--- src/hw/rtl/cdc_pkg.sv ---
// Package for the calendar date converter: word types, mode codes, calendar constants,
// reciprocal constants for the constant divisions and small month tables.
// No dependencies.
package cdc_pkg;

  typedef enum logic [2:0] {
    MODE_G2J = 3'd0,
    MODE_J2G = 3'd1,
    MODE_P2J = 3'd2,
    MODE_J2P = 3'd3,
    MODE_G2P = 3'd4,
    MODE_P2G = 3'd5
  } conv_mode_t;

  typedef struct packed {
    logic [2:0]  mode;
    logic [22:0] day_number_in;
    logic [13:0] year_in;
    logic [3:0]  month_in;
    logic [4:0]  day_in;
  } in_word_t;

  typedef struct packed {
    logic [22:0] day_number_out;
    logic [13:0] year_out;
    logic [3:0]  month_out;
    logic [4:0]  day_out;
    logic        range_error;
  } out_word_t;

  // what travels beside the conversion pipes
  typedef struct packed {
    logic [2:0]  mode;
    logic        err;
    logic [22:0] jdn;
  } side_t;

  localparam int unsigned FRONT_STAGES = 4;
  localparam int unsigned CONV_STAGES  = 10;
  localparam int unsigned N_STAGES     = FRONT_STAGES + CONV_STAGES + 1;

  localparam logic [22:0] JDN_LOW      = 23'd1721426;
  localparam logic [22:0] JDN_HIGH     = 23'd5373484;
  localparam logic [14:0] YEAR_MAX     = 15'd9999;
  localparam logic [22:0] PERS_JDN_475 = 23'd2121446;
  localparam logic [19:0] CYCLE_DAYS   = 20'd1029983;
  localparam logic [11:0] CYCLE_YEARS  = 12'd2820;
  localparam int          CYCLE_YDIV   = 1028522;
  localparam logic [25:0] GREG_OFS     = 26'd32075;
  localparam logic [22:0] GJ_OFS       = 23'd68569;

  // floor(x/D) == (x*M) >> K when x*D <= 2**K, M = ceil(2**K / D)
  localparam int KN   = 43;
  localparam longint unsigned MN   = ((64'd1 << KN) + 64'd146096) / 64'd146097;
  localparam int KI   = 49;
  localparam longint unsigned MI   = ((64'd1 << KI) + 64'd1461000) / 64'd1461001;
  localparam int KJ   = 28;
  localparam longint unsigned MJ   = ((64'd1 << KJ) + 64'd2446) / 64'd2447;
  localparam int K80  = 22;
  localparam longint unsigned M80  = ((64'd1 << K80) + 64'd79) / 64'd80;
  localparam int K183 = 27;
  localparam longint unsigned M183 = ((64'd1 << K183) + 64'd182) / 64'd183;
  localparam int K11  = 18;
  localparam longint unsigned M11  = ((64'd1 << K11) + 64'd10) / 64'd11;
  localparam int K100 = 21;
  localparam longint unsigned M100 = ((64'd1 << K100) + 64'd99) / 64'd100;

  // floor(367*(m-2-12a)/12) of the Gregorian formula
  function automatic logic [8:0] greg_mterm(input logic [3:0] m);
    logic [8:0] r;
    case (m)
      4'd1:    r = 9'd336;
      4'd2:    r = 9'd367;
      4'd3:    r = 9'd30;
      4'd4:    r = 9'd61;
      4'd5:    r = 9'd91;
      4'd6:    r = 9'd122;
      4'd7:    r = 9'd152;
      4'd8:    r = 9'd183;
      4'd9:    r = 9'd214;
      4'd10:   r = 9'd244;
      4'd11:   r = 9'd275;
      4'd12:   r = 9'd305;
      default: r = 9'd0;
    endcase
    return r;
  endfunction

  // days of the Persian year before month m
  function automatic logic [8:0] pers_mdays(input logic [3:0] m);
    logic [8:0] r;
    case (m)
      4'd2:    r = 9'd31;
      4'd3:    r = 9'd62;
      4'd4:    r = 9'd93;
      4'd5:    r = 9'd124;
      4'd6:    r = 9'd155;
      4'd7:    r = 9'd186;
      4'd8:    r = 9'd216;
      4'd9:    r = 9'd246;
      4'd10:   r = 9'd276;
      4'd11:   r = 9'd306;
      4'd12:   r = 9'd336;
      default: r = 9'd0;
    endcase
    return r;
  endfunction

  // epoch - 1 + cycle * cycle length, cycle index -1..3 coded 0..4
  function automatic logic [22:0] pers_cyc_ofs(input logic [2:0] q);
    logic [22:0] r;
    case (q)
      3'd0:    r = 23'd918337;
      3'd1:    r = 23'd1948320;
      3'd2:    r = 23'd2978303;
      3'd3:    r = 23'd4008286;
      default: r = 23'd5038269;
    endcase
    return r;
  endfunction

endpackage

--- src/hw/rtl/cdc_j2g.sv ---
// Day number to Gregorian date, ten register stages.
// Depends on cdc_pkg.
module cdc_j2g
  import cdc_pkg::*;
(
  input  logic        clk,
  input  logic [9:0]  en,
  input  logic [22:0] jdn,
  output logic [14:0] year,
  output logic [3:0]  month,
  output logic [9:0]  day
);

  logic [22:0] l;
  logic [7:0]  n;
  logic [6:0]  i;
  logic [16:0] x80;
  logic [3:0]  j;

  logic [22:0] l1_r;
  logic [50:0] pn1_r;
  logic [7:0]  n2_r, n3_r, n4_r, n5_r, n6_r, n7_r, n8_r, n9_r;
  logic [15:0] l2_2_r, l2_3_r, l2_4_r;
  logic [27:0] xi3_r;
  logic [56:0] pi4_r;
  logic [6:0]  i5_r, i6_r, i7_r, i8_r, i9_r;
  logic [9:0]  l3_5_r, l3_6_r, l3_7_r, l3_8_r;
  logic [33:0] pj6_r;
  logic [3:0]  j7_r, j8_r, j9_r;
  logic [14:0] t7_r;
  logic [30:0] pd8_r;
  logic [9:0]  d9_r;
  logic        l4_9_r;
  logic [14:0] year_r;
  logic [3:0]  month_r;
  logic [9:0]  day_r;

  always_comb begin
    l   = jdn + GJ_OFS;
    n   = 8'(pn1_r >> KN);
    i   = 7'(pi4_r >> KI);
    x80 = 17'(l3_5_r) * 17'd80;
    j   = 4'(pj6_r >> KJ);
  end

  always_ff @(posedge clk) begin
    if (en[0]) begin
      l1_r  <= l;
      pn1_r <= 51'({l, 2'b00}) * 51'(MN);
    end
    if (en[1]) begin
      n2_r   <= n;
      l2_2_r <= 16'(25'(l1_r) - 25'((26'(n) * 26'd146097 + 26'd3) >> 2));
    end
    if (en[2]) begin
      n3_r   <= n2_r;
      l2_3_r <= l2_2_r;
      xi3_r  <= 28'((29'(l2_2_r) + 29'd1) * 29'd4000);
    end
    if (en[3]) begin
      n4_r   <= n3_r;
      l2_4_r <= l2_3_r;
      pi4_r  <= 57'(xi3_r) * 57'(MI);
    end
    if (en[4]) begin
      n5_r   <= n4_r;
      i5_r   <= i;
      l3_5_r <= 10'(17'(l2_4_r) + 17'd31 - 17'((18'(i) * 18'd1461) >> 2));
    end
    if (en[5]) begin
      n6_r   <= n5_r;
      i6_r   <= i5_r;
      l3_6_r <= l3_5_r;
      pj6_r  <= 34'(x80) * 34'(MJ);
    end
    if (en[6]) begin
      n7_r   <= n6_r;
      i7_r   <= i6_r;
      l3_7_r <= l3_6_r;
      j7_r   <= j;
      t7_r   <= 15'(j) * 15'd2447;
    end
    if (en[7]) begin
      n8_r   <= n7_r;
      i8_r   <= i7_r;
      l3_8_r <= l3_7_r;
      j8_r   <= j7_r;
      pd8_r  <= 31'(t7_r) * 31'(M80);
    end
    if (en[8]) begin
      n9_r   <= n8_r;
      i9_r   <= i8_r;
      j9_r   <= j8_r;
      d9_r   <= l3_8_r - 10'(pd8_r >> K80);
      l4_9_r <= j8_r >= 4'd11;
    end
    if (en[9]) begin
      month_r <= j9_r + 4'd2 - (l4_9_r ? 4'd12 : 4'd0);
      year_r  <= (15'(n9_r) - 15'd49) * 15'd100 + 15'(i9_r) + 15'(l4_9_r);
      day_r   <= d9_r;
    end
  end

  assign year  = year_r;
  assign month = month_r;
  assign day   = day_r;

endmodule

--- config.mk ---
export PLATFORM = sky130hd
export DESIGN_NAME = cdc_j2g
export DESIGN_NICKNAME = d
export VERILOG_FILES = /design/src/hw/rtl/cdc_pkg.sv /design/src/hw/rtl/cdc_j2g.sv
export SDC_FILE = /design/constraint.sdc
export NUM_CORES = 2
export LEC_CHECK = 0
export BUFFER_PORTS_ARGS = -buffer_cell sky130_fd_sc_hd__buf_4
export CORE_UTILIZATION = 45
export CTS_BUF_LIST = sky130_fd_sc_hd__clkbuf_4 sky130_fd_sc_hd__clkbuf_8
export DETAILED_ROUTE_END_ITERATION = 10
export SLEW_MARGIN = 10
export SYNTH_ARGS = -nofsm -noshare
export SYNTH_HDL_FRONTEND = slang
export SYNTH_SLANG_ARGS = --single-unit
--- constraint.sdc ---
create_clock -name clk -period 11.5 [get_ports clk]
set_input_delay 2.3 -clock clk [delete_from_list [all_inputs] [get_ports clk]]
set_output_delay 2.3 -clock clk [all_outputs]
set_load 0.05 [all_outputs]
## Word level (Yosys, flattened, before mapping)

Cells that the tools add are included.

- Add/subtract/negate cells: 12
- $mul: 10
- Order comparisons: 1
- Mux-type cells: 1

Operators with widths:

| operator | count |
|---|---|
| multiplier 23 x 27 -> 49 bit, second input constant | 1 |
| multiplier 23 x 24 -> 47 bit, second input constant | 1 |
| multiplier 15 x 16 -> 31 bit, second input constant | 1 |
| multiplier 13 x 15 -> 26 bit, second input constant | 1 |
| adder 23 x 17 -> 23 bit, second input constant | 1 |
| multiplier 17 x 7 -> 23 bit, second input constant | 1 |
| adder 18 x 2 -> 18 bit, second input constant | 1 |
| multiplier 8 x 18 -> 18 bit, second input constant | 1 |
| adder 16 x 1 -> 17 bit, second input constant | 1 |
| subtractor 16 bit | 1 |
| adder 15 x 1 -> 15 bit | 1 |
| adder 15 x 7 -> 15 bit | 1 |
| multiplier 15 x 5 -> 13 bit, second input constant | 1 |
| multiplier 4 x 12 -> 15 bit, second input constant | 1 |
| multiplier 10 x 3 -> 13 bit, second input constant | 1 |
| multiplier 7 x 11 -> 12 bit, second input constant | 1 |
| adder 10 x 5 -> 10 bit, second input constant | 1 |
| subtractor 10 bit | 1 |
| subtractor 10 x 9 -> 10 bit | 1 |
| subtractor 8 x 6 -> 9 bit, second input constant | 1 |
| adder 4 x 2 -> 4 bit, second input constant | 1 |
| greater-or-equal comparator 4 bit, second input constant | 1 |
| 2-to-1 mux 4 bit | 1 |
| subtractor 4 bit | 1 |

- Bits in registers: 439
- Input bits: 34
- Output and inout bits: 29
- Logic and storage cells: 59

## Logic depth before layout (Yosys ltp)

- Depth after elaboration: 4
- Depth in mapped cells: 31
- Depth with buffers taken out: 31

## Worst setup path after synthesis

No wires, ideal clock.

- Path kind: input-to-reg
- Start: input port jdn[0]
- End: register pn1_r[50] (data pin)
- Setup time: 0.260 ns
- Data arrival time: 9.211 ns
- Data required time: 11.240 ns
- Path slack: 2.029 ns
- Stages: 31
- Path buffers: 0
- Cells stage by stage: ha_1 -> a211o_1 -> nand2_1 -> nand2_1 -> a21oi_1 -> nor2_1 -> nor2_1 -> nor3b_1 -> xor2_1 -> ha_1 -> inv_1 -> fa_1 -> inv_1 -> fa_1 -> inv_1 -> fa_1 -> inv_1 -> fa_1 -> fa_1 -> inv_1 -> fa_1 -> inv_1 -> ha_1 -> o21a_1 -> o21bai_1 -> a211oi_1 -> nand4_1 -> a31oi_1 -> a2111o_1 -> a31oi_1 -> xnor2_1

- Word-level cells in the longest chain between the ends: 2

Ends and longest elaborated chain:

| item | RTL line | RTL |
|---|---|---|
| from (decl) | cdc_j2g.sv:8 | `input logic [22:0] jdn,` |
| adder 23 x 17 -> 23 bit | cdc_j2g.sv:39 | `l = jdn + GJ_OFS;` |
| multiplier 23 x 24 -> 47 bit | cdc_j2g.sv:49 | `pn1_r <= 51'({l, 2'b00}) * 51'(MN);` |
| to (signal assigned) | cdc_j2g.sv:49 |  |
| to (decl) | cdc_j2g.sv:21 | `logic [50:0] pn1_r;` |

No other way between the ends.
A chain may end at the register's enable or synchronous reset.

## Worst setup path after layout

Same ends and word-level chain as after synthesis.

==> results.yml <==
run_status:
  status: "complete, but fails checks"
  violations: "DRC"
die:
  die_w_um: 316
  boundaryPins: 63
  die_y_um: 316
  core-area_sq_mm: 0.0971
  die_area_sq_mm: 0.0997
  start_util_pct: 45.6
  fp-row-count: 114
synth:
  synth_edf_count: 308
  synth.cell_area_sq_mm: 0.0443
  async_flop_share_pct: 0
  ys.flop_type: "edfxtp_1"
  yosysUniqueCellTypes: 73
  synth_cells: 3940
  syn_area_per_cell_sq_um: 11.2
  syn_nets: 5528
  synth-seq-cells: 308
  yosysSeqAreaShare_pct: 20.9
  yosysWarnings: 0
grt:
  grt_start_max_net_pins: 44
  grt_pass1_wl_um: 156000
  grt_antenna_before_repair: 1
  first_global_vias: 28814
  grt-ovfl-total: 0
  track_usage_pct: 20.3
sta:
  worst_slew_pin_slew_ns: 1.09
  finClkSkew_ns: 0.0400
  period_share_pct: 85.5
  fmax_mhz: 102
  maxSlewViolCount: 0
  relSlewSlack_pct: 26.9
  setup_tns_ns: 0
  finalHoldViolCount: 0
  finalCriticalPeriod_ns: 9.84
  setup_viol: 0
  rsz0062_at_grt: "no"
layout:
  nets: 5650
  syn_to_final_growth_pct: 7.23
  drive_gt1_share_pct: 4.29
  fillCellCount: 8886
cts:
  post_cts_buffers: 0
  cts_tree: "built"
  clk_pin_slew_ns: 0.06
  cts_root_buf: "clkbuf_8"
  numCtsBuffers: 52
  clk_latency_ns: 0.66
  postCtsHoldBufs: 0
  cts.sinks: 308
  clockBufferDepth: 3
  h-tree-depth: 2
  cts.repair.resized: 0
worst_setup_path:
  crit_type: "in -> reg"
  cpPeakStageDelay_ns: 0.57
  cp-start-kind: "primary input"
  worst-path-max-fanout: 8
  critPathArrivalTime_ns: 10.23
  critPathSlowestCell: "fa_1"
  required_ns: 11.89
  end_kind: "flip-flop"
placement:
  gp_congestion: 0.931
  dp.final_hpwl_um: 84600
  port_buffers: 62
drt:
  drt_wl_total_um: 94800
  routedWlPerCell_um: 17.6
  first_pass_iters: 9
  antenna_left: 0
  drc: 2
  routed_via_density: 4.93
  num_vias: 26528
  drt_iter0_drc: 1099
run:
  cap_viol_max_count: 0
worst_hold_path:
  hold_path_class: "reg -> reg"
-- cell usage in the layout, fill, tap and decap left out, types with 52 or more instances in the layout --
cell and instances:
ha_1 860, nand2_1 65, nor2_1 89, buf_4 71, fa_1 694, clkbuf_8 52
xor2_1 76, a21o_1 54, a21oi_1 104, edfxtp_1 308, inv_1 1152, o21ai_0 65
xnor2_1 128
-- cell type report --
class / instances / area (sq um) / area share (%)
clock inverter: 29 / 289 / 0.608
clock buffer: 63 / 798 / 1.68
sequential: 308 / 9250 / 19.5
multi-input combinational: 2477 / 30700 / 64.7
timing repair buffer: 71 / 533 / 1.12
tap: 1276 / 1600 / 3.36
inverter: 1152 / 4320 / 9.10
antenna: 2 / 5.00 / 0.0105
-- cell usage after synthesis (6+ instances only) --
cell type	instances	area, sq um
inv_1	1152	4320
o21a_1	14	105
nand4_1	20	125
nand2_1	65	244
and3_1	20	125
o21bai_1	23	173
edfxtp_1	308	9250
nand3_1	26	130
xor2_1	76	666
a211oi_1	9	67.6
a2111oi_0	7	61.3
o21ai_0	65	325
a31oi_1	16	100
nand2b_1	12	75.1
nor4_1	8	50.1
a21o_1	54	405
or2_2	6	37.5
or3_1	7	43.8
o21ai_1	11	55.1
nor3b_1	7	52.6
xnor2_1	128	1120
nor2b_1	25	156
o2111ai_1	6	52.6
a21oi_1	104	521
fa_1	694	13900
ha_1	860	10800
o31ai_1	6	45.0
nor3_1	28	140
nor2_1	89	334
and2_1	10	62.6
-- sequential cells by signal, indices dropped and copies added, names as in the netlist, 14 cells and up --
signal / count
l1_r: 16
l2_2_r: 16
t7_r: 14
year: 15
xi3_r: 23
-- layer usage --
layer	global-route usage (%)	part of all wire, %	wire length [um]
met2	32.7	45	43100
met4	3.93	1.9	1810
met1	28.7	47	45000
met3	3.67	5.2	4920
met5	0	0	0
-- logic make-up after synthesis --
kind of cell / after synthesis / share of synthesized area [%]
fa+ha+maj: 1554 / 55.6
buf+inv: 1155 / 9.80
compound gates: 374 / 5.64
simple gates: 340 / 3.88
flops: 308 / 20.9
xor+xnor: 205 / 4.08
mux: 4 / 0.0932
-- metrics by stage --
step                hold WS, ns  util (%)  cell area (sq um)  worst slack [ns]  instances
CTS                       0.407      48.9              47500              1.63       5376
global route              0.413      48.9              47500              1.17       5377
detailed placement        0.405      47.8              46400             0.976       5284
floorplan                 0.400         -              44300              2.03       3940
global placement          0.401      47.8              46400              1.04       5284
finish                    0.402      48.9              47500              1.66       5378
-- path summary, 6_finish.rpt --
path / startpoint / end / slack [ns] / cells after the start
worst min register to register: l2_3_r[5] / l2_4_r[5] / 0.40 / 0
worst max-delay path: jdn[0] / pn1_r[50] / 1.66 / 31
worst min-delay path: l2_3_r[5] / l2_4_r[5] / 0.40 / 0
worst max register to register: xi3_r[16] / pi4_r[55] / 3.84 / 20
-- worst max-delay path, delay by kind of cell --
family | cells | cell delay [ns]
AO/OA/AOI/OAI | 8 | 2.07
AND/OR/NAND/NOR | 6 | 0.94
adder cells (fa/ha/maj) | 8 | 3.84
buffers and inverters | 7 | 0.55
XOR/XNOR | 2 | 0.52
Power is not shown: default switching activity piles up to over one toggle a cycle in this logic, so the estimate is an artifact.
