File: src/hw/rtl/cdc_pkg.sv
// Package for the calendar date converter: word types, mode codes, calendar constants,
// reciprocal constants for the constant divisions and small month tables.
// No dependencies.
package cdc_pkg;

  typedef enum logic [2:0] {
    MODE_G2J = 3'd0,
    MODE_J2G = 3'd1,
    MODE_P2J = 3'd2,
    MODE_J2P = 3'd3,
    MODE_G2P = 3'd4,
    MODE_P2G = 3'd5
  } conv_mode_t;

  typedef struct packed {
    logic [2:0]  mode;
    logic [22:0] day_number_in;
    logic [13:0] year_in;
    logic [3:0]  month_in;
    logic [4:0]  day_in;
  } in_word_t;

  typedef struct packed {
    logic [22:0] day_number_out;
    logic [13:0] year_out;
    logic [3:0]  month_out;
    logic [4:0]  day_out;
    logic        range_error;
  } out_word_t;

  // what travels beside the conversion pipes
  typedef struct packed {
    logic [2:0]  mode;
    logic        err;
    logic [22:0] jdn;
  } side_t;

  localparam int unsigned FRONT_STAGES = 4;
  localparam int unsigned CONV_STAGES  = 10;
  localparam int unsigned N_STAGES     = FRONT_STAGES + CONV_STAGES + 1;

  localparam logic [22:0] JDN_LOW      = 23'd1721426;
  localparam logic [22:0] JDN_HIGH     = 23'd5373484;
  localparam logic [14:0] YEAR_MAX     = 15'd9999;
  localparam logic [22:0] PERS_JDN_475 = 23'd2121446;
  localparam logic [19:0] CYCLE_DAYS   = 20'd1029983;
  localparam logic [11:0] CYCLE_YEARS  = 12'd2820;
  localparam int          CYCLE_YDIV   = 1028522;
  localparam logic [25:0] GREG_OFS     = 26'd32075;
  localparam logic [22:0] GJ_OFS       = 23'd68569;

  // floor(x/D) == (x*M) >> K when x*D <= 2**K, M = ceil(2**K / D)
  localparam int KN   = 43;
  localparam longint unsigned MN   = ((64'd1 << KN) + 64'd146096) / 64'd146097;
  localparam int KI   = 49;
  localparam longint unsigned MI   = ((64'd1 << KI) + 64'd1461000) / 64'd1461001;
  localparam int KJ   = 28;
  localparam longint unsigned MJ   = ((64'd1 << KJ) + 64'd2446) / 64'd2447;
  localparam int K80  = 22;
  localparam longint unsigned M80  = ((64'd1 << K80) + 64'd79) / 64'd80;
  localparam int K183 = 27;
  localparam longint unsigned M183 = ((64'd1 << K183) + 64'd182) / 64'd183;
  localparam int K11  = 18;
  localparam longint unsigned M11  = ((64'd1 << K11) + 64'd10) / 64'd11;
  localparam int K100 = 21;
  localparam longint unsigned M100 = ((64'd1 << K100) + 64'd99) / 64'd100;

  // floor(367*(m-2-12a)/12) of the Gregorian formula
  function automatic logic [8:0] greg_mterm(input logic [3:0] m);
    logic [8:0] r;
    case (m)
      4'd1:    r = 9'd336;
      4'd2:    r = 9'd367;
      4'd3:    r = 9'd30;
      4'd4:    r = 9'd61;
      4'd5:    r = 9'd91;
      4'd6:    r = 9'd122;
      4'd7:    r = 9'd152;
      4'd8:    r = 9'd183;
      4'd9:    r = 9'd214;
      4'd10:   r = 9'd244;
      4'd11:   r = 9'd275;
      4'd12:   r = 9'd305;
      default: r = 9'd0;
    endcase
    return r;
  endfunction

  // days of the Persian year before month m
  function automatic logic [8:0] pers_mdays(input logic [3:0] m);
    logic [8:0] r;
    case (m)
      4'd2:    r = 9'd31;
      4'd3:    r = 9'd62;
      4'd4:    r = 9'd93;
      4'd5:    r = 9'd124;
      4'd6:    r = 9'd155;
      4'd7:    r = 9'd186;
      4'd8:    r = 9'd216;
      4'd9:    r = 9'd246;
      4'd10:   r = 9'd276;
      4'd11:   r = 9'd306;
      4'd12:   r = 9'd336;
      default: r = 9'd0;
    endcase
    return r;
  endfunction

  // epoch - 1 + cycle * cycle length, cycle index -1..3 coded 0..4
  function automatic logic [22:0] pers_cyc_ofs(input logic [2:0] q);
    logic [22:0] r;
    case (q)
      3'd0:    r = 23'd918337;
      3'd1:    r = 23'd1948320;
      3'd2:    r = 23'd2978303;
      3'd3:    r = 23'd4008286;
      default: r = 23'd5038269;
    endcase
    return r;
  endfunction

endpackage

File: src/hw/rtl/cdc_p2j.sv
// Persian date to day number, three register stages.
// Depends on cdc_pkg.
module cdc_p2j
  import cdc_pkg::*;
(
  input  logic        clk,
  input  logic [2:0]  en,
  input  logic [13:0] year,
  input  logic [8:0]  mdays,
  input  logic [4:0]  day,
  output logic [23:0] jdn
);

  logic [2:0]  qidx;
  logic [14:0] ey;
  logic [23:0] v;

  logic [15:0] x1_r;
  logic [23:0] e365_1_r;
  logic [2:0]  q1_r;
  logic [9:0]  dm1_r;

  logic [30:0] p11_2_r;
  logic [22:0] ofs2_r;
  logic [23:0] e365_2_r;
  logic [9:0]  dm2_r;

  logic [23:0] jdn_r;

  // cycle index from the year, then year within the 2820-year cycle
  always_comb begin
    if (year < 14'd474) begin
      qidx = 3'd0;
      ey   = 15'(year) + 15'd2820;
    end else if (year < 14'd3294) begin
      qidx = 3'd1;
      ey   = 15'(year);
    end else if (year < 14'd6114) begin
      qidx = 3'd2;
      ey   = 15'(year) - 15'd2820;
    end else if (year < 14'd8934) begin
      qidx = 3'd3;
      ey   = 15'(year) - 15'd5640;
    end else begin
      qidx = 3'd4;
      ey   = 15'(year) - 15'd8460;
    end
    v = 24'(ey) * 24'd682 - 24'd110;
  end

  always_ff @(posedge clk) begin
    if (en[0]) begin
      x1_r     <= 16'(v >> 8);
      e365_1_r <= 24'(ey - 15'd1) * 24'd365;
      q1_r     <= qidx;
      dm1_r    <= 10'(mdays) + 10'(day);
    end
    if (en[1]) begin
      p11_2_r  <= 31'(x1_r) * 31'(M11);
      ofs2_r   <= pers_cyc_ofs(q1_r);
      e365_2_r <= e365_1_r;
      dm2_r    <= dm1_r;
    end
    if (en[2]) begin
      jdn_r <= 24'(p11_2_r >> K11) + e365_2_r + 24'(ofs2_r) + 24'(dm2_r);
    end
  end

  assign jdn = jdn_r;

endmodule

File: src/hw/rtl/cdc_d2j.sv
// Front end: input checks and date to day number for both calendars, four stages.
// Depends on cdc_pkg and cdc_p2j.
module cdc_d2j
  import cdc_pkg::*;
(
  input  logic     clk,
  input  logic [3:0] en,
  input  in_word_t in_word,
  output side_t    front
);

  logic        m_le2;
  logic [14:0] ya;
  logic [14:0] yb;
  logic        date_in;
  logic        jdn_in;
  logic        err0;

  logic [2:0]  mode1_r, mode2_r, mode3_r;
  logic [22:0] jin1_r, jin2_r, jin3_r;
  logic        err1_r, err2_r, err3_r;
  logic [24:0] t1_1_r;
  logic [29:0] p100_1_r;
  logic [8:0]  t2_1_r;
  logic [4:0]  day1_r;
  logic [25:0] g2_r, g3_r;

  logic [8:0]  c100;
  logic [10:0] t3;
  logic [23:0] pj;
  side_t       front_nxt;
  side_t       front_r;

  cdc_p2j u_p2j (
    .clk   (clk),
    .en    (en[2:0]),
    .year  (in_word.year_in),
    .mdays (pers_mdays(in_word.month_in)),
    .day   (in_word.day_in),
    .jdn   (pj)
  );

  always_comb begin
    m_le2   = in_word.month_in <= 4'd2;
    ya      = 15'(in_word.year_in) + (m_le2 ? 15'd4799 : 15'd4800);
    yb      = 15'(in_word.year_in) + (m_le2 ? 15'd4899 : 15'd4900);
    date_in = in_word.mode == MODE_G2J || in_word.mode == MODE_P2J ||
              in_word.mode == MODE_G2P || in_word.mode == MODE_P2G;
    jdn_in  = in_word.mode == MODE_J2G || in_word.mode == MODE_J2P;
    err0    = in_word.mode > MODE_P2G;
    if (date_in && (in_word.year_in == 14'd0 || 15'(in_word.year_in) > YEAR_MAX ||
                    in_word.month_in == 4'd0 || in_word.month_in > 4'd12 ||
                    in_word.day_in == 5'd0)) begin
      err0 = 1'b1;
    end
    if (jdn_in && (in_word.day_number_in < JDN_LOW || in_word.day_number_in > JDN_HIGH)) begin
      err0 = 1'b1;
    end
  end

  always_comb begin
    c100 = 9'(p100_1_r >> K100);
    t3   = 11'((12'(c100) * 12'd3) >> 2);
  end

  always_comb begin
    front_nxt.mode = mode3_r;
    front_nxt.err  = err3_r;
    front_nxt.jdn  = jin3_r;
    case (mode3_r)
      MODE_G2J: begin
        front_nxt.jdn = g3_r[22:0];
        if (g3_r > 26'(JDN_HIGH)) front_nxt.err = 1'b1;
      end
      MODE_G2P: begin
        front_nxt.jdn = g3_r[22:0];
      end
      MODE_P2J: begin
        front_nxt.jdn = pj[22:0];
        if (pj > 24'(JDN_HIGH)) front_nxt.err = 1'b1;
      end
      MODE_P2G: begin
        front_nxt.jdn = pj[22:0];
        if (pj < 24'(JDN_LOW) || pj > 24'(JDN_HIGH)) front_nxt.err = 1'b1;
      end
      default: begin
        front_nxt.jdn = jin3_r;
      end
    endcase
  end

  always_ff @(posedge clk) begin
    if (en[0]) begin
      mode1_r  <= in_word.mode;
      jin1_r   <= in_word.day_number_in;
      err1_r   <= err0;
      t1_1_r   <= 25'((27'(ya) * 27'd1461) >> 2);
      p100_1_r <= 30'(yb) * 30'(M100);
      t2_1_r   <= greg_mterm(in_word.month_in);
      day1_r   <= in_word.day_in;
    end
    if (en[1]) begin
      mode2_r <= mode1_r;
      jin2_r  <= jin1_r;
      err2_r  <= err1_r;
      g2_r    <= 26'(t1_1_r) + 26'(t2_1_r) + 26'(day1_r) - 26'(t3) - GREG_OFS;
    end
    if (en[2]) begin
      mode3_r <= mode2_r;
      jin3_r  <= jin2_r;
      err3_r  <= err2_r;
      g3_r    <= g2_r;
    end
    if (en[3]) begin
      front_r <= front_nxt;
    end
  end

  assign front = front_r;

endmodule

File: config.mk
export PLATFORM = sky130hd
export DESIGN_NAME = cdc_d2j
export DESIGN_NICKNAME = d
export VERILOG_FILES = /design/src/hw/rtl/cdc_pkg.sv /design/src/hw/rtl/cdc_p2j.sv /design/src/hw/rtl/cdc_d2j.sv
export SDC_FILE = /design/constraint.sdc
export NUM_CORES = 1
export LEC_CHECK = 0
export BUFFER_PORTS_ARGS = -buffer_cell sky130_fd_sc_hd__buf_2
export CAP_MARGIN = 20
export CORE_UTILIZATION = 45
export CTS_CLUSTER_SIZE = 14
export DETAILED_ROUTE_END_ITERATION = 10
export GPL_TIMING_DRIVEN = 0
export PLACE_DENSITY = 0.61
export SLEW_MARGIN = 20
export SYNTH_ARGS = -nofsm -noshare
export SYNTH_HDL_FRONTEND = slang
export SYNTH_HIERARCHICAL = 1
export SYNTH_SLANG_ARGS = --single-unit
File: constraint.sdc
create_clock -name clk -period 11.66 [get_ports clk]
set_input_delay 1.749 -clock clk [delete_from_list [all_inputs] [get_ports clk]]
set_output_delay 1.749 -clock clk [all_outputs]
set_load 0.01 [all_outputs]
Yosys cells after proc, flatten, opt, wreduce, memory -nomap -nowiden
Memory sizes are Yosys's and may differ from the RTL's. A register that Yosys moved wholly into a read port is not among the register bits.
Cells that the tools add are included.
{"block": "classes", "n_lt_le_gt_ge": 13, "mul": 6, "reduce_logical": 23, "muxes": 15, "eq_ne": 11, "add_sub_neg": 16}
{"cell": "case mux 23 bit (4 select lines)", "n": 1}
{"cell": "2-to-1 mux 15 bit", "n": 4}
{"cell": "case mux 23 bit (2 select lines)", "n": 1}
{"cell": "adder 14 x 13 -> 15 bit", "n": 2}
{"cell": "multiplier 15 x 13 -> 28 bit (second input constant)", "n": 1}
{"cell": "multiplier 16 x 12 -> 28 bit (second input constant)", "n": 1}
{"cell": "adder 25 x 5 -> 26 bit", "n": 1}
{"cell": "greater-than comparator 26 x 23 -> 1 bit (second input constant)", "n": 1}
{"cell": "multiplier 15 x 11 -> 26 bit (second input constant)", "n": 1}
{"cell": "subtractor 26 x 15 -> 26 bit (second input constant)", "n": 1}
{"cell": "subtractor 26 x 9 -> 26 bit", "n": 1}
{"cell": "adder 24 x 9 -> 25 bit", "n": 1}
{"cell": "adder 13 x 24 -> 24 bit", "n": 1}
{"cell": "adder 24 x 10 -> 24 bit", "n": 1}
{"cell": "adder 24 x 23 -> 24 bit", "n": 1}
{"cell": "greater-than comparator 24 x 23 -> 1 bit (second input constant)", "n": 1}
{"cell": "less-than comparator 24 x 21 -> 1 bit (second input constant)", "n": 1}
{"cell": "multiplier 24 x 9 -> 24 bit (second input constant)", "n": 1}
{"cell": "subtractor 24 x 7 -> 24 bit (second input constant)", "n": 1}
{"cell": "greater-than comparator 23 bit (second input constant)", "n": 1}
{"cell": "less-than comparator 23 x 21 -> 1 bit (second input constant)", "n": 1}
{"cell": "multiplier 15 x 9 -> 23 bit (second input constant)", "n": 1}
{"cell": "subtractor 15 x 1 -> 16 bit (second input constant)", "n": 1}
{"cell": "adder 14 x 12 -> 15 bit (second input constant)", "n": 1}
{"cell": "29 further kinds", "n": 56}
{"block": "word_totals", "rom_bits": 288, "inputBits": 54, "ff_bits": 379, "output_inout_bits": 27, "n_memories": 2}
{"name": "(no name shown)", "words": 16, "word_bits": 9, "rd": 1, "rd_ports_with_merged_regs": 1, "wr": 0, "line_no": "cdc_pkg.sv:71", "text": "case (m)"}
{"name": "(no name shown)", "words": 16, "word_bits": 9, "rd": 1, "rd_ports_with_merged_regs": 0, "wr": 0, "line_no": "cdc_pkg.sv:92", "text": "case (m)"}

Longest topological paths before layout
{"block": "logic_depth", "ltp_word": 7, "depth_mapped": 32, "depth_no_buf": 32}

By module
Netlist, hierarchy kept.
{"module": "cdc_d2j", "n_inst": 1, "cells_each": 1614, "area_per_inst_um2": 17615.6}
{"module": "cdc_p2j", "n_inst": 1, "cells_each": 1590, "area_per_inst_um2": 16681.0}

Least setup slack after synthesis
Ideal clock, no wire load.
{"block": "synth_path", "path_type": "input -> register", "start": "in in_word[8] (netlist bit)", "end": "reg p100_1_r[28], data pin", "t_arrival_ps": 9524, "stages": 28, "slack_ps": 2000, "required_ps": 11525, "n_path_buf": 1, "cell_sequence": "clkbuf_1 > nor2_1 > a21boi_0 > ha_1 > a21o_1 > a21o_1 > and3_1 > or2_2 > a31oi_2 > nand2b_1 > a31oi_1 > xnor2_1 > ha_1 > fa_1 > fa_1 > fa_1 > inv_1 > fa_1 > inv_1 > ha_1 > a211oi_1 > o21ai_0 > o211ai_1 > nand3_1 > a21o_1 > o41a_1 > or4b_2 > nand3_1"}
{"block": "synth_between", "elab_chain_len": 4}
{"element": "start: declaration", "line_no": "cdc_d2j.sv:8", "text": "input in_word_t in_word,"}
{"element": "less-or-equal comparator 4 x 2 -> 1 bit", "line_no": "cdc_d2j.sv:44", "text": "m_le2 = in_word.month_in <= 4'd2;"}
{"element": "2-to-1 mux 3 bit", "line_no": "cdc_d2j.sv:46", "text": "yb = 15'(in_word.year_in) + (m_le2 ? 15'd4899 : 15'd4900);"}
{"element": "adder 14 x 13 -> 15 bit", "line_no": "cdc_d2j.sv:46"}
{"element": "multiplier 15 x 13 -> 28 bit", "line_no": "cdc_d2j.sv:98", "text": "p100_1_r <= 30'(yb) * 30'(M100);"}
{"element": "end signal: assignment", "line_no": "cdc_d2j.sv:98"}
{"element": "end: declaration", "line_no": "cdc_d2j.sv:23", "text": "logic [29:0] p100_1_r;"}
Every way passes these cells.
A chain may end at the register's enable or synchronous reset.

Worst setup path after layout
{"block": "layout_path", "start": "in in_word[12] (netlist bit)", "end": "reg u_p2j.e365_1_r[21], data pin"}
{"block": "layout_between", "elab_chain_len": 7}
{"element": "subtractor 14 x 14 -> 15 bit, or another cell as far along", "line_no": "cdc_p2j.sv:46", "text": "ey = 15'(year) - 15'd8460;"}
{"element": "2-to-1 mux 15 bit", "line_no": "cdc_p2j.sv:41", "text": "end else if (year < 14'd8934) begin"}
{"element": "2-to-1 mux 15 bit", "line_no": "cdc_p2j.sv:38", "text": "end else if (year < 14'd6114) begin"}
{"element": "2-to-1 mux 15 bit", "line_no": "cdc_p2j.sv:35", "text": "end else if (year < 14'd3294) begin"}
{"element": "2-to-1 mux 15 bit *", "line_no": "cdc_p2j.sv:32", "text": "if (year < 14'd474) begin"}
{"element": "subtractor 15 x 1 -> 16 bit *", "line_no": "cdc_p2j.sv:54", "text": "e365_1_r <= 24'(ey - 15'd1) * 24'd365;"}
{"element": "multiplier 24 x 9 -> 24 bit *", "line_no": "cdc_p2j.sv:54"}
{"element": "end signal: assignment", "line_no": "cdc_p2j.sv:54"}
{"element": "end: declaration", "line_no": "cdc_p2j.sv:19", "text": "logic [23:0] e365_1_r;"}
Every way passes the cells marked *; elsewhere a longest branch is shown, timed or not.

==> metrics <==
status=completed; Top FF cell, synth=edfxtp_1; adder-cell area share of the yosys netlist=37.4%; vias post-DR=22.4k; Mapped Avg Cell Area=roughly 11 µm²; Clock Skew=between 0.03 and 0.04 ns; Commonest cells post-synth=inv_1 (657), ha_1 (530), edfxtp_1 (345); most frequent cell after synthesis=inv_1; H-Tree Depth=2; period utilization=89.9%; TritonRoute pass-1 iters=5; CP Class=in -> reg; cell accounting for the most synthesized area=edfxtp_1; layout cells sized above 1=5.60%; CP Capture Type=flop; WL/cell=about 16 µm; dpl hpwl=59300 µm; Nets=4242; Setup TNS=0 ns; Synth Cell Area=0.0343 mm²; CP Max Fanout=16; startpoint types=input port; number of CTS-inserted buffers=36; Worst-Margin Slew=1.11 ns; share of the synthesized area in the top cell type=between 30 and 40%; # DRC=0; largest net degree at the start of global routing=82; total of max-cap violations=0; Clock Latency Late Sink=about 0.55 ns; CTS Buffer Depth=3; initial core utilization=45.8%; count of state elements after synthesis=345; RePlAce Congestion=0.934; Slew Viols, Final=0; Ys Warns=6; Synth Area in Compound Gates=11.2%; global route total overflow=0; CTS tree=built; GRT Resource Usage Total=18.8%; Hold Startpoint=mode1_r[2]; Slew HR=25.4%; IO Pins=81; reg2reg setup slack=5.54 ns; type of the most critical hold path=reg -> reg; synthesis-to-finish area growth=8.72%; sequential share of the synthesized area=between 30% and 40%; vias per cell=5.16; simple-gate share of the synthesized area=7.70%; IO Port Bufs=80; Post-synth EDFFs=345; worst r2r src=u_p2j/x1_r[1]; Gate Count Post-Synth=roughly 3.2k; fin util=between 40 and 50%; clock tree sinks=345; core area=0.0749 mm²; CP most frequent cell=inv_1; final setup vio count=0; postcts setup bufs=0; largest family of logic cells by synthesized area=adder cells; Routed Antenna Nets=0; Worst Path Required=roughly 12 ns; min Tclk post-route=10.48 ns; Final WS setup=between 1 and 1.5 ns; proportion of synthesized area in mux cells=0.255%; Core Rows=100; xor/xnor share of the synthesized area=5.47%; vias in the first global route=roughly 22k; final hold violations=0; Die ar.=0.0773 mm²; initial antenna violation count=10; Synth area leaders=edfxtp_1 (30%), ha_1 (19%), fa_1 (18%); CTS Hold Bufs=0; dpl ws=about 0.74 ns; CTS resizes=0; Setup crit start=in_word[12]; initial drt markers=about 1.2k; worst stage delay on the critical path=0.95 ns; Max stage delay cell, worst path=o31ai_1; first-pass GRT wire length=117000 µm; filler cell count in the final layout=6821; Reg clk slew, reported paths=~0.060 ns; die height=278 µm; Total Wirelength=about 71000 µm; Synth async-reset ratio=0%; CTS Root Cell=clkbuf_16; Die Width=278 µm; critical path arrival=10.77 ns; Netlist cell types=92; RSZ-0062 raised after global routing=no; f_max=0.0954 GHz
## layout by cell type, fill, tap and decap left out, drive strengths merged, types with 15 or more instances in the layout
cell / Yosys / routed
edfxtp: 345 / 345
buf: 11 / 94
o21ai: 89 / 89
a21oi: 167 / 167
nand2b: 28 / 28
and2: 20 / 20
nand2: 82 / 82
nand4: 27 / 27
conb: 2 / 26
and3: 25 / 25
nor4: 15 / 15
or2: 15 / 15
o22ai: 51 / 51
fa: 309 / 309
nor2: 162 / 162
xnor2: 120 / 120
o21bai: 25 / 25
nor2b: 19 / 19
a31oi: 17 / 17
a21o: 51 / 51
clkbuf: 37 / 79
inv: 657 / 660
nor3: 46 / 46
nand3: 36 / 36
xor2: 83 / 83
clkinv: 1 / 15
a211oi: 22 / 22
ha: 530 / 530
o21a: 29 / 29
## metal layers
| metal | track usage, % | routed length [µm] | vias to the layer above |
|---|---|---|---|
| met5 | 0 | 79 | - |
| met2 | 29.5 | 31200 | 403 |
| met4 | 4.43 | 1530 | 16 |
| met1 | 27.4 | 35400 | 10600 |
| li1 | - | - | 11300 |
| met3 | 2.52 | 3020 | 97 |
## through the flow
stage | instance area (µm²) | hold WS [ns] | instances
final | 37300 | 0.399 | 4344
after global routing | 37300 | 0.420 | 4344
after CTS | 37300 | 0.407 | 4343
after detailed placement | 36100 | 0.405 | 4280
after global placement | 36000 | 0.401 | 4277
after floorplan | 34400 | 0.400 | 3228
## worst paths after layout
check | depth (start not counted) | to
setup / recovery | 31 | u_p2j/e365_1_r[21]
hold / removal | 0 | mode2_r[2]
setup reg to reg | 17 | u_p2j/p11_2_r[30]
hold reg to reg | 0 | mode2_r[2]
## worst max-delay path, delay by kind of cell
kind | cells | cell delay, ns
buf+inv | 8 | 1.19
fa+ha+maj | 7 | 2.89
xor+xnor | 2 | 0.68
simple gates | 6 | 1.41
compound gates | 8 | 2.85
## logic make-up (layout without fill, tap and decap cells)
| logic type | Yosys count | in the layout |
|---|---|---|
| AOI/OAI and AO/OA | 578 | 578 |
| muxes | 8 | 8 |
| xor gates and xnor gates | 205 | 205 |
| adders and majority gates | 839 | 839 |
| DFF | 345 | 345 |
| buffers and inverters | 706 | 852 |
| other | 2 | 27 |
| and+or+nand+nor | 521 | 521 |
## cell type report
class	count	area [µm²]	share of cell area, %
Sequential cell	345	10400	27.8
Buffer	48	195	0.523
Timing Repair Buffer	83	498	1.34
Antenna cell	1	2.50	0.00671
Clock buffer	42	923	2.48
Tap cell	969	1210	3.25
Clock inverter	21	262	0.701
Inverter	658	2470	6.63
Multi-Input combinational cell	2177	21400	57.3
## flip-flops by register name, indices dropped and copies added (netlist names), 9 cells and up
| name | cells |
|---|---|
| front | 27 |
| g2_r | 26 |
| g3_r | 26 |
| jin1_r | 23 |
| jin2_r | 23 |
| jin3_r | 23 |
| p100_1_r | 9 |
| t1_1_r | 24 |
| t2_1_r | 9 |
| u_p2j/dm1_r | 10 |
| u_p2j/dm2_r | 10 |
| u_p2j/e365_1_r | 24 |
| u_p2j/e365_2_r | 24 |
| u_p2j/jdn | 24 |
| u_p2j/ofs2_r | 14 |
| u_p2j/p11_2_r | 13 |
| u_p2j/x1_r | 16 |
Power is left out: the tool's default activity adds up to more than one toggle a clock period on the data nets, which glitch-free logic cannot reach.
