--- src/hw/rtl/cdc_pkg.sv ---
// Package for the calendar date converter: word types, mode codes, calendar constants,
// reciprocal constants for the constant divisions and small month tables.
// No dependencies.
package cdc_pkg;

  typedef enum logic [2:0] {
    MODE_G2J = 3'd0,
    MODE_J2G = 3'd1,
    MODE_P2J = 3'd2,
    MODE_J2P = 3'd3,
    MODE_G2P = 3'd4,
    MODE_P2G = 3'd5
  } conv_mode_t;

  typedef struct packed {
    logic [2:0]  mode;
    logic [22:0] day_number_in;
    logic [13:0] year_in;
    logic [3:0]  month_in;
    logic [4:0]  day_in;
  } in_word_t;

  typedef struct packed {
    logic [22:0] day_number_out;
    logic [13:0] year_out;
    logic [3:0]  month_out;
    logic [4:0]  day_out;
    logic        range_error;
  } out_word_t;

  // what travels beside the conversion pipes
  typedef struct packed {
    logic [2:0]  mode;
    logic        err;
    logic [22:0] jdn;
  } side_t;

  localparam int unsigned FRONT_STAGES = 4;
  localparam int unsigned CONV_STAGES  = 10;
  localparam int unsigned N_STAGES     = FRONT_STAGES + CONV_STAGES + 1;

  localparam logic [22:0] JDN_LOW      = 23'd1721426;
  localparam logic [22:0] JDN_HIGH     = 23'd5373484;
  localparam logic [14:0] YEAR_MAX     = 15'd9999;
  localparam logic [22:0] PERS_JDN_475 = 23'd2121446;
  localparam logic [19:0] CYCLE_DAYS   = 20'd1029983;
  localparam logic [11:0] CYCLE_YEARS  = 12'd2820;
  localparam int          CYCLE_YDIV   = 1028522;
  localparam logic [25:0] GREG_OFS     = 26'd32075;
  localparam logic [22:0] GJ_OFS       = 23'd68569;

  // floor(x/D) == (x*M) >> K when x*D <= 2**K, M = ceil(2**K / D)
  localparam int KN   = 43;
  localparam longint unsigned MN   = ((64'd1 << KN) + 64'd146096) / 64'd146097;
  localparam int KI   = 49;
  localparam longint unsigned MI   = ((64'd1 << KI) + 64'd1461000) / 64'd1461001;
  localparam int KJ   = 28;
  localparam longint unsigned MJ   = ((64'd1 << KJ) + 64'd2446) / 64'd2447;
  localparam int K80  = 22;
  localparam longint unsigned M80  = ((64'd1 << K80) + 64'd79) / 64'd80;
  localparam int K183 = 27;
  localparam longint unsigned M183 = ((64'd1 << K183) + 64'd182) / 64'd183;
  localparam int K11  = 18;
  localparam longint unsigned M11  = ((64'd1 << K11) + 64'd10) / 64'd11;
  localparam int K100 = 21;
  localparam longint unsigned M100 = ((64'd1 << K100) + 64'd99) / 64'd100;

  // floor(367*(m-2-12a)/12) of the Gregorian formula
  function automatic logic [8:0] greg_mterm(input logic [3:0] m);
    logic [8:0] r;
    case (m)
      4'd1:    r = 9'd336;
      4'd2:    r = 9'd367;
      4'd3:    r = 9'd30;
      4'd4:    r = 9'd61;
      4'd5:    r = 9'd91;
      4'd6:    r = 9'd122;
      4'd7:    r = 9'd152;
      4'd8:    r = 9'd183;
      4'd9:    r = 9'd214;
      4'd10:   r = 9'd244;
      4'd11:   r = 9'd275;
      4'd12:   r = 9'd305;
      default: r = 9'd0;
    endcase
    return r;
  endfunction

  // days of the Persian year before month m
  function automatic logic [8:0] pers_mdays(input logic [3:0] m);
    logic [8:0] r;
    case (m)
      4'd2:    r = 9'd31;
      4'd3:    r = 9'd62;
      4'd4:    r = 9'd93;
      4'd5:    r = 9'd124;
      4'd6:    r = 9'd155;
      4'd7:    r = 9'd186;
      4'd8:    r = 9'd216;
      4'd9:    r = 9'd246;
      4'd10:   r = 9'd276;
      4'd11:   r = 9'd306;
      4'd12:   r = 9'd336;
      default: r = 9'd0;
    endcase
    return r;
  endfunction

  // epoch - 1 + cycle * cycle length, cycle index -1..3 coded 0..4
  function automatic logic [22:0] pers_cyc_ofs(input logic [2:0] q);
    logic [22:0] r;
    case (q)
      3'd0:    r = 23'd918337;
      3'd1:    r = 23'd1948320;
      3'd2:    r = 23'd2978303;
      3'd3:    r = 23'd4008286;
      default: r = 23'd5038269;
    endcase
    return r;
  endfunction

endpackage

--- src/hw/rtl/cdc_p2j.sv ---
// Persian date to day number, three register stages.
// Depends on cdc_pkg.
module cdc_p2j
  import cdc_pkg::*;
(
  input  logic        clk,
  input  logic [2:0]  en,
  input  logic [13:0] year,
  input  logic [8:0]  mdays,
  input  logic [4:0]  day,
  output logic [23:0] jdn
);

  logic [2:0]  qidx;
  logic [14:0] ey;
  logic [23:0] v;

  logic [15:0] x1_r;
  logic [23:0] e365_1_r;
  logic [2:0]  q1_r;
  logic [9:0]  dm1_r;

  logic [30:0] p11_2_r;
  logic [22:0] ofs2_r;
  logic [23:0] e365_2_r;
  logic [9:0]  dm2_r;

  logic [23:0] jdn_r;

  // cycle index from the year, then year within the 2820-year cycle
  always_comb begin
    if (year < 14'd474) begin
      qidx = 3'd0;
      ey   = 15'(year) + 15'd2820;
    end else if (year < 14'd3294) begin
      qidx = 3'd1;
      ey   = 15'(year);
    end else if (year < 14'd6114) begin
      qidx = 3'd2;
      ey   = 15'(year) - 15'd2820;
    end else if (year < 14'd8934) begin
      qidx = 3'd3;
      ey   = 15'(year) - 15'd5640;
    end else begin
      qidx = 3'd4;
      ey   = 15'(year) - 15'd8460;
    end
    v = 24'(ey) * 24'd682 - 24'd110;
  end

  always_ff @(posedge clk) begin
    if (en[0]) begin
      x1_r     <= 16'(v >> 8);
      e365_1_r <= 24'(ey - 15'd1) * 24'd365;
      q1_r     <= qidx;
      dm1_r    <= 10'(mdays) + 10'(day);
    end
    if (en[1]) begin
      p11_2_r  <= 31'(x1_r) * 31'(M11);
      ofs2_r   <= pers_cyc_ofs(q1_r);
      e365_2_r <= e365_1_r;
      dm2_r    <= dm1_r;
    end
    if (en[2]) begin
      jdn_r <= 24'(p11_2_r >> K11) + e365_2_r + 24'(ofs2_r) + 24'(dm2_r);
    end
  end

  assign jdn = jdn_r;

endmodule

--- src/hw/rtl/cdc_j2p.sv ---
// Day number to Persian date, ten register stages; uses cdc_p2j for the year start.
// Depends on cdc_pkg and cdc_p2j.
module cdc_j2p
  import cdc_pkg::*;
(
  input  logic        clk,
  input  logic [9:0]  en,
  input  logic [22:0] jdn,
  output logic [13:0] year,
  output logic [3:0]  month,
  output logic [8:0]  day,
  output logic        ok
);

  localparam logic [8:0] MON_START [12] = '{9'd32, 9'd63, 9'd94, 9'd125, 9'd156, 9'd187,
                                            9'd217, 9'd247, 9'd277, 9'd307, 9'd337, 9'd367};

  logic signed [24:0] dep;
  logic signed [24:0] cyw;
  logic signed [2:0]  cyc;
  logic [11:0]        a1;
  logic [2:0]         kq;
  logic [11:0]        yc;
  logic signed [15:0] yoff;
  logic signed [15:0] yr;
  logic [3:0]         cnt;
  logic [23:0]        pj;

  logic [19:0]        cy1_r, cy2_r;
  logic signed [2:0]  cyc1_r, cyc2_r, cyc3_r, cyc4_r;
  logic [22:0]        jdn1_r, jdn2_r, jdn3_r, jdn4_r, jdn5_r, jdn6_r, jdn7_r, jdn8_r;
  logic [38:0]        pa2_r;
  logic [11:0]        a1_3_r, a1_4_r;
  logic [8:0]         a2_3_r;
  logic               last3_r, last4_r;
  logic [22:0]        num4_r;
  logic [13:0]        yr5_r, yr6_r, yr7_r, yr8_r, yr9_r;
  logic               ok5_r, ok6_r, ok7_r, ok8_r, ok9_r;
  logic [8:0]         yday9_r;
  logic [13:0]        year_r;
  logic [3:0]         month_r;
  logic [8:0]         day_r;
  logic               ok_r;

  // which 2820-year cycle, counted from year 475
  always_comb begin
    dep = $signed({2'b00, jdn}) - $signed({2'b00, PERS_JDN_475});
    if (dep < 0) begin
      cyc = -3'sd1;
      cyw = dep + $signed({5'd0, CYCLE_DAYS});
    end else if (dep < $signed({5'd0, CYCLE_DAYS})) begin
      cyc = 3'sd0;
      cyw = dep;
    end else if (dep < 25'sd2059966) begin
      cyc = 3'sd1;
      cyw = dep - $signed({5'd0, CYCLE_DAYS});
    end else if (dep < 25'sd3089949) begin
      cyc = 3'sd2;
      cyw = dep - 25'sd2059966;
    end else begin
      cyc = 3'sd3;
      cyw = dep - 25'sd3089949;
    end
  end

  always_comb begin
    a1 = 12'(pa2_r >> K183);
    kq = '0;
    for (int k = 1; k <= 6; k++) begin
      if (num4_r >= 23'(k * CYCLE_YDIV)) kq = kq + 3'd1;
    end
    yc = last4_r ? CYCLE_YEARS : a1_4_r + 12'd1 + 12'(kq);
    case (cyc4_r)
      -3'sd1:  yoff = -16'sd2346;
      3'sd0:   yoff = 16'sd474;
      3'sd1:   yoff = 16'sd3294;
      3'sd2:   yoff = 16'sd6114;
      default: yoff = 16'sd8934;
    endcase
    yr = $signed({4'd0, yc}) + yoff;
  end

  always_comb begin
    cnt = '0;
    for (int k = 0; k < 12; k++) begin
      if (yday9_r >= MON_START[k]) cnt = cnt + 4'd1;
    end
  end

  cdc_p2j u_p2j (
    .clk   (clk),
    .en    (en[7:5]),
    .year  (yr5_r),
    .mdays (9'd0),
    .day   (5'd1),
    .jdn   (pj)
  );

  always_ff @(posedge clk) begin
    if (en[0]) begin
      cy1_r  <= cyw[19:0];
      cyc1_r <= cyc;
      jdn1_r <= jdn;
    end
    if (en[1]) begin
      cy2_r  <= cy1_r;
      cyc2_r <= cyc1_r;
      jdn2_r <= jdn1_r;
      pa2_r  <= 39'(cy1_r >> 1) * 39'(M183);
    end
    if (en[2]) begin
      a1_3_r  <= a1;
      a2_3_r  <= 9'(cy2_r - 20'(21'(a1) * 21'd366));
      last3_r <= cy2_r == CYCLE_DAYS - 20'd1;
      cyc3_r  <= cyc2_r;
      jdn3_r  <= jdn2_r;
    end
    if (en[3]) begin
      num4_r  <= 23'(a1_3_r) * 23'd2134 + 23'(a2_3_r) * 23'd2816 + 23'd2815;
      a1_4_r  <= a1_3_r;
      last4_r <= last3_r;
      cyc4_r  <= cyc3_r;
      jdn4_r  <= jdn3_r;
    end
    if (en[4]) begin
      yr5_r  <= yr[13:0];
      ok5_r  <= yr >= 16'sd1 && yr <= 16'sd9999;
      jdn5_r <= jdn4_r;
    end
    if (en[5]) begin
      yr6_r  <= yr5_r;
      ok6_r  <= ok5_r;
      jdn6_r <= jdn5_r;
    end
    if (en[6]) begin
      yr7_r  <= yr6_r;
      ok7_r  <= ok6_r;
      jdn7_r <= jdn6_r;
    end
    if (en[7]) begin
      yr8_r  <= yr7_r;
      ok8_r  <= ok7_r;
      jdn8_r <= jdn7_r;
    end
    if (en[8]) begin
      yday9_r <= 9'(24'(jdn8_r) - pj + 24'd1);
      yr9_r   <= yr8_r;
      ok9_r   <= ok8_r;
    end
    if (en[9]) begin
      year_r  <= yr9_r;
      month_r <= cnt + 4'd1;
      day_r   <= yday9_r - pers_mdays(cnt + 4'd1);
      ok_r    <= ok9_r;
    end
  end

  assign year  = year_r;
  assign month = month_r;
  assign day   = day_r;
  assign ok    = ok_r;

endmodule

--- config.mk ---
export PLATFORM = sky130hd
export DESIGN_NAME = cdc_j2p
export DESIGN_NICKNAME = d
export VERILOG_FILES = /design/src/hw/rtl/cdc_pkg.sv /design/src/hw/rtl/cdc_p2j.sv /design/src/hw/rtl/cdc_j2p.sv
export SDC_FILE = /design/constraint.sdc
export NUM_CORES = 2
export LEC_CHECK = 0
export BUFFER_PORTS_ARGS = -buffer_cell sky130_fd_sc_hd__buf_2
export CORE_MARGIN = 10
export CORE_UTILIZATION = 40
export CTS_CLUSTER_DIAMETER = 50
export DETAILED_ROUTE_END_ITERATION = 10
export HOLD_SLACK_MARGIN = 0.03
export PLACE_DENSITY = 0.55
export SLEW_MARGIN = 0
export SYNTH_ARGS = -nofsm -noshare
export SYNTH_HDL_FRONTEND = slang
export SYNTH_SLANG_ARGS = --single-unit
--- constraint.sdc ---
create_clock -name clk -period 12.34 [get_ports clk]
set_input_delay 1.851 -clock clk [delete_from_list [all_inputs] [get_ports clk]]
set_output_delay 1.851 -clock clk [all_outputs]
set_load 0.02 [all_outputs]
== Yosys cells after proc, flatten, opt, wreduce, memory -nomap -nowiden ==
Memory sizes are Yosys's and may differ from the RTL's.
Index checks and enable logic that the tools add are counted.
Cells by class
  add/subtract/negate cells: 40
  multiply operators: 7
  order comparisons: 28
  equality and inequality tests: 7
  muxes and demuxes: 36
  reductions and logical operators: 5
Operators with widths (count)
  20-bit 2-to-1 mux: 4
  16-bit case mux with 4 select lines: 1
  15-bit 2-to-1 mux: 4
  4-bit by 1-bit adder with 4-bit output (second input constant): 12
  23-bit by 22-bit greater-or-equal comparator with 1-bit output (second input constant): 2
  23-bit greater-or-equal comparator (second input constant): 2
  4-bit 2-to-1 mux: 11
  20-bit by 17-bit subtractor with 20-bit output (second input constant): 2
  19-bit by 20-bit multiplier with 39-bit output (second input constant): 1
  9-bit by 8-bit greater-or-equal comparator with 1-bit output (second input constant): 4
  9-bit greater-or-equal comparator (second input constant): 4
  9-bit case mux with 4 select lines: 1
  9-bit subtractor: 3
  24-bit by 1-bit less-than comparator with 1-bit output (second input constant): 1
  24-bit by 21-bit less-than comparator with 1-bit output (second input constant): 1
  24-bit by 22-bit less-than comparator with 1-bit output (second input constant): 1
  24-bit by 23-bit less-than comparator with 1-bit output (second input constant): 1
  16-bit by 12-bit multiplier with 24-bit output (second input constant): 1
  24-bit by 9-bit multiplier with 9-bit output (second input constant): 1
  23-bit by 22-bit subtractor with 24-bit output (second input constant): 1
  24-bit by 7-bit subtractor with 24-bit output (second input constant): 1
  23-bit by 12-bit adder with 23-bit output (second input constant): 1
  23-bit by 21-bit adder with 23-bit output: 1
  23-bit by 20-bit greater-or-equal comparator with 1-bit output (second input constant): 1
  39 further kinds: 61
Storage, ports and cells
  register bits after elaboration: 412
  memory bits (read-only): 144
  bits of input ports: 34
  output and inout bits: 28
  logic and storage cells: 169
  memories: 1
Memories
  (name not given): depth 16, width 9, rd ports 1, clocked after memory_dff 0, write ports 0, RTL line cdc_pkg.sv:92  | case (m)

== Longest topological paths before layout ==
An unclocked memory read counts as a cell.
  depth after elaboration: 28
  depth in mapped cells: 48
  depth with buffers taken out: 47

== Hierarchy ==
From an unflattened synthesis, not the netlist that was laid out.
Unflattened totals
  cells, all modules: 3864
  area total of the unflattened synthesis: 42248.0 µm²
Modules (own cells, without submodules)
  cdc_j2p: times used 1, cells an instance 2293, area each 25883.6 µm², seq. area each 9158.8 µm²
  cdc_p2j: times used 1, cells an instance 1571, area each 16364.4 µm², seq. area each 4144.0 µm²

== Least setup slack after synthesis ==
OpenSTA, ideal clock, no wires.
  path type: register to register
  start: register yday9_r[7]
  end: register day_r[8], in the netlist day[8] (data pin)
  library setup time: 0.259 ns
  data arrival time: 8.508 ns
  data required time: 12.081 ns
  setup slack: 3.573 ns
  stages on the path, launching flop included: 47
  buffers on the path: 2
  period minus slack after synthesis: 8.767 ns
  cell sequence: edfxtp_1 -> buf_6 -> or2_1 -> nor3_1 -> ha_1 -> buf_1 -> xnor2_1 -> ha_1 -> and2_1 -> o211a_1 -> or2_2 -> ha_1 -> nor2_1 -> a31oi_1 -> xnor2_1 -> a21boi_0 -> inv_1 -> ha_1 -> [11 not listed] -> inv_1 -> ha_1 -> xor2_1 -> xnor2_1 -> inv_1 -> ha_1 -> nor2b_1 -> a31oi_1 -> ha_1 -> nor2b_1 -> o21ai_0 -> nand2b_1 -> a21o_1 -> a21o_1 -> a21o_1 -> a21oi_1 -> xnor2_1 -> xnor2_1
Between the ends
  longest elaborated chain between the ends: 28
  elaborated cells between the ends (all ways): 39
  classes of those cells: add/sub: 13; order compare: 12; mux: 13; memory: 1
RTL lines
  from (decl): RTL line cdc_j2p.sv:39  | logic [8:0] yday9_r;
  from (signal assigned): RTL line cdc_j2p.sv:146  | yday9_r <= 9'(24'(jdn8_r) - pj + 24'd1);
  9-bit by 6-bit greater-or-equal comparator with 1-bit output: RTL line cdc_j2p.sv:86  | if (yday9_r >= MON_START[k]) cnt = cnt + 4'd1;
  1-bit 2-to-1 mux: RTL line cdc_j2p.sv:86
  4-bit by 1-bit adder with 4-bit output: RTL line cdc_j2p.sv:86
  4-bit 2-to-1 mux: RTL line cdc_j2p.sv:86
  4-bit by 1-bit adder with 4-bit output: RTL line cdc_j2p.sv:86
  4-bit 2-to-1 mux: RTL line cdc_j2p.sv:86
  4-bit by 1-bit adder with 4-bit output: RTL line cdc_j2p.sv:86
  4-bit 2-to-1 mux: RTL line cdc_j2p.sv:86
  [12 not listed]
  4-bit by 1-bit adder with 4-bit output: RTL line cdc_j2p.sv:86
  4-bit 2-to-1 mux: RTL line cdc_j2p.sv:86
  4-bit by 1-bit adder with 4-bit output: RTL line cdc_j2p.sv:86
  4-bit 2-to-1 mux: RTL line cdc_j2p.sv:86
  4-bit by 1-bit adder with 4-bit output: RTL line cdc_j2p.sv:153  | day_r <= yday9_r - pers_mdays(cnt + 4'd1);
  memory 16 x 9 bit
  9-bit 2-to-1 mux: RTL line cdc_j2p.sv:150  | if (en[9]) begin
  9-bit subtractor (*): RTL line cdc_j2p.sv:153
  to (signal assigned): RTL line cdc_j2p.sv:153
  to (decl): RTL line cdc_j2p.sv:42  | logic [8:0] day_r;
Every way passes the cells marked *; elsewhere a longest branch is shown, timed or not. The select of a mux whose other input is x is not followed.
A chain may end at the register's enable or synchronous reset.

== Final worst setup path ==
  start: register yday9_r[8]
  end: register day_r[8], in the netlist day[8] (data pin)
The elaborated chain is that of the path after synthesis.

==> metrics.log <==
INFO  metric run_status = completed
INFO  metric post_cts_buffers = 0
INFO  metric slowest_stage_delay_cp = 630 ps
INFO  metric synth_edf_count = 365
INFO  metric clkTransAtPathRegs = 60 ps
INFO  metric nets = 4167
INFO  metric dominantRegCellSynth = sky130_fd_sc_hd__edfxtp_1
INFO  metric detail_route.iter0.violations = 1106
INFO  metric timing.critical_path.required = 12710 ps
INFO  metric pin_count = 62
INFO  metric cts_hold_buffers = 0
INFO  metric terminus_of_the_critical_flop_to_flop_path = day[8]
INFO  metric critical_path.reg2reg.startpoint = yday9_r[8]
INFO  metric htree_levels = 2
INFO  metric clock_latency = 610 ps
INFO  metric antenna_cells = 0
INFO  metric firstDrtPassIters = 5
INFO  metric critical_path_buf_inv_count = 5
INFO  metric min-delay-path-class = flop to flop
INFO  metric grt_max_degree = 53
INFO  metric die-width = 315 um
INFO  metric placeableCoreArea = 86800 sq um
INFO  metric routabilityCongestion = 0.867
INFO  metric hold_path_startpoint = yr6_r[9]
INFO  metric postSynth.asyncResetShare = 0
INFO  metric grt_overflow = 0
INFO  metric timing.critical_path.arrival = 10170 ps
INFO  metric cts_tree = yes
INFO  metric detail_route.wl_per_cell = 15.8 um
INFO  metric synth_area = 34900 sq um
INFO  metric layout.filler_cells = 8268
INFO  metric synth_seq_cells = 365
INFO  metric fin_skew = 50.3 ps
INFO  metric netlist-cell-type-count = 102
INFO  metric rsz0062_at_grt = false
INFO  metric final_layout_size_suffix_gt1_frac = 0.0638
INFO  metric synth-seq-area-share = 0.314
INFO  metric area_growth_syn_to_layout = 9.41%
INFO  metric hold_ws = 378 ps
INFO  metric min_delay_worst_endpoint = yr7_r[9]
INFO  metric design.die.area = 99500 sq um
INFO  metric vias = 22200
INFO  metric clock_tree_root_buffer_cell = sky130_fd_sc_hd__clkbuf_16
INFO  metric floorplan.die.height = 315 um
INFO  metric mostFrequentLayoutCells = sky130_fd_sc_hd__inv_1 (634), sky130_fd_sc_hd__ha_1 (550), sky130_fd_sc_hd__edfxtp_1 (365)
INFO  metric multi_input_comb_area = 21400 sq um
INFO  metric grt_first_pass_wirelength = 119000 um
INFO  metric vias_in_the_first_global_route = 22700
INFO  metric max-slew-margin-rel = 0.279
INFO  metric cpLargestDelayFamily = compound AO/OA/AOI/OAI gates
INFO  metric worst-r2r-setup-slack = 2540 ps
INFO  metric cts_num_sinks = 365
INFO  metric postSynthAreaPerCell = 10.9 sq um
INFO  metric routed_wl = 71200 um
INFO  metric max_freq = 0.102 GHz
INFO  metric finalHoldViolations = 0
INFO  metric antenna_found_initial = 6
INFO  metric place_hpwl = 57600 um
INFO  metric cts.repair.resized = 0
INFO  metric ant_nets = 0
INFO  metric holdPathStages = 0
INFO  metric crit_path_frequent_cell = sky130_fd_sc_hd__ha_1
INFO  metric final_common_cell = sky130_fd_sc_hd__inv_1
INFO  metric layout_min_cycle_time = 9800 ps
INFO  metric crit_path_start_kind = flop
INFO  metric cap_viol_max_count = 0
INFO  metric via_per_inst = 4.94
INFO  metric netlist_instances = 3213
INFO  metric final_core_utilization = 0.440
INFO  metric final_min_period_over_clock_period = 0.794
INFO  metric number_of_pins_exceeding_their_max_slew_limit_in_the_final_report = 0
INFO  metric cpMaxStageDelayCell = sky130_fd_sc_hd__edfxtp_1
INFO  metric post_route_drc_violation_count = 0
INFO  metric worst_setup_path_end_kind = flop
INFO  metric rows = 108
INFO  metric start_util = 0.403
INFO  metric critPathMaxFanout = 16
INFO  metric r2r.worst_path.cells = 45
INFO  metric synthesis.yosys.warnings = 0
INFO  metric criticalPathCategory = flop to flop
INFO  metric place.port_buffers = 61
INFO  metric total_placed_instance_area = 36500 sq um
INFO  metric number_of_buffers_added_by_the_clock_tree_synthesis_step = 52
INFO  metric cts-root-to-sink-buffers = 3
INFO  metric final-seq-area = 11000 sq um
INFO  metric tns = 0 ps
INFO  metric timing.final.setup_violations = 0
INFO  metric layout.cell_area.non_filler = 38200 sq um
INFO  metric grtUsageTotal = 0.146
INFO  metric timing_worst_slew_pin_value = 1080 ps
kinds of logic after synthesis:
kind of cell / after synthesis / synth area share
other: 2 / 0.000215
AO/OA/AOI/OAI: 530 / 0.103
adder cells (fa/ha/maj): 837 / 0.361
XOR/XNOR: 264 / 0.0697
flip-flops: 365 / 0.314
AND/OR/NAND/NOR: 524 / 0.0741
buffers and inverters: 678 / 0.0743
multiplexers: 13 / 0.00394
through the flow:
stage | setup slack [ps] | std cells
3_3_place_gp | 2680 | 4398
4_1_cts | 2560 | 4492
6_report | 2540 | 4492
2_1_floorplan | 3570 | 3217
3_5_place_dp | 2580 | 4398
5_1_grt | 1640 | 4492
flip-flops by register name (all words and copies together), names as in the netlist, 16 cells and up:
register,cells
cy1_r,20
cy2_r,20
num4_r,22
u_p2j.x1_r,16
synthesized netlist by cell type, drive strengths merged, types with 7 or more instances:
library cell / number / area (sq um)
a41oi: 8 / 70.1
and2: 15 / 93.8
ha: 550 / 6880
nor3: 54 / 275
o21bai: 26 / 195
a211oi: 20 / 150
o21ai: 114 / 574
nor2b: 20 / 125
nor2: 137 / 517
nand4: 21 / 138
a21oi: 140 / 749
a21o: 46 / 345
or2: 19 / 121
xor2: 72 / 646
nor4: 11 / 68.8
xnor2: 190 / 1740
nand2b: 25 / 156
or3: 14 / 87.6
mux2i: 7 / 70.1
nand3: 44 / 220
o221ai: 7 / 61.3
o21a: 24 / 180
o31ai: 13 / 130
o211ai: 14 / 105
and3: 14 / 93.8
inv: 637 / 2390
fa: 286 / 5730
clkbuf: 16 / 60.1
nand2: 122 / 460
o31a: 12 / 105
edfxtp: 365 / 11000
a31oi: 29 / 194
buf: 24 / 139
worst max path at each step:
stage	startpoint	endpoint	slack, ps	depth (start not counted)
global placement	yday9_r[8]	day[8]	2680	45
global route	yday9_r[7]	day[8]	1640	47
finish	yday9_r[8]	day[8]	2540	45
detailed placement	yday9_r[8]	day[8]	2580	45
CTS	yday9_r[8]	day[8]	2560	45
floorplan	yday9_r[7]	day[8]	3570	46
metal layers:
| metal | wire length [um] | GRT usage | vias up | share of wire |
|---|---|---|---|---|
| li1 | - | - | 11200 | - |
| met1 | 33400 | 0.196 | 10600 | 0.47 |
| met2 | 34200 | 0.249 | 291 | 0.48 |
| met3 | 2390 | 0.0202 | 83 | 0.034 |
| met4 | 1050 | 0.0281 | 10 | 0.015 |
| met5 | 67 | 0 | - | 0.00094 |
area by class of cell:
type / count / share of cell area
multi-input cells: 2174 / 0.560
flip-flops and latches: 365 / 0.287
inverters: 638 / 0.0627
well taps: 1155 / 0.0378
clock buffers: 54 / 0.0342
clock inverters: 40 / 0.00982
repair buffers: 66 / 0.00897
Power is not shown: default switching activity piles up to over one toggle a cycle in this logic, so the estimate is an artifact.
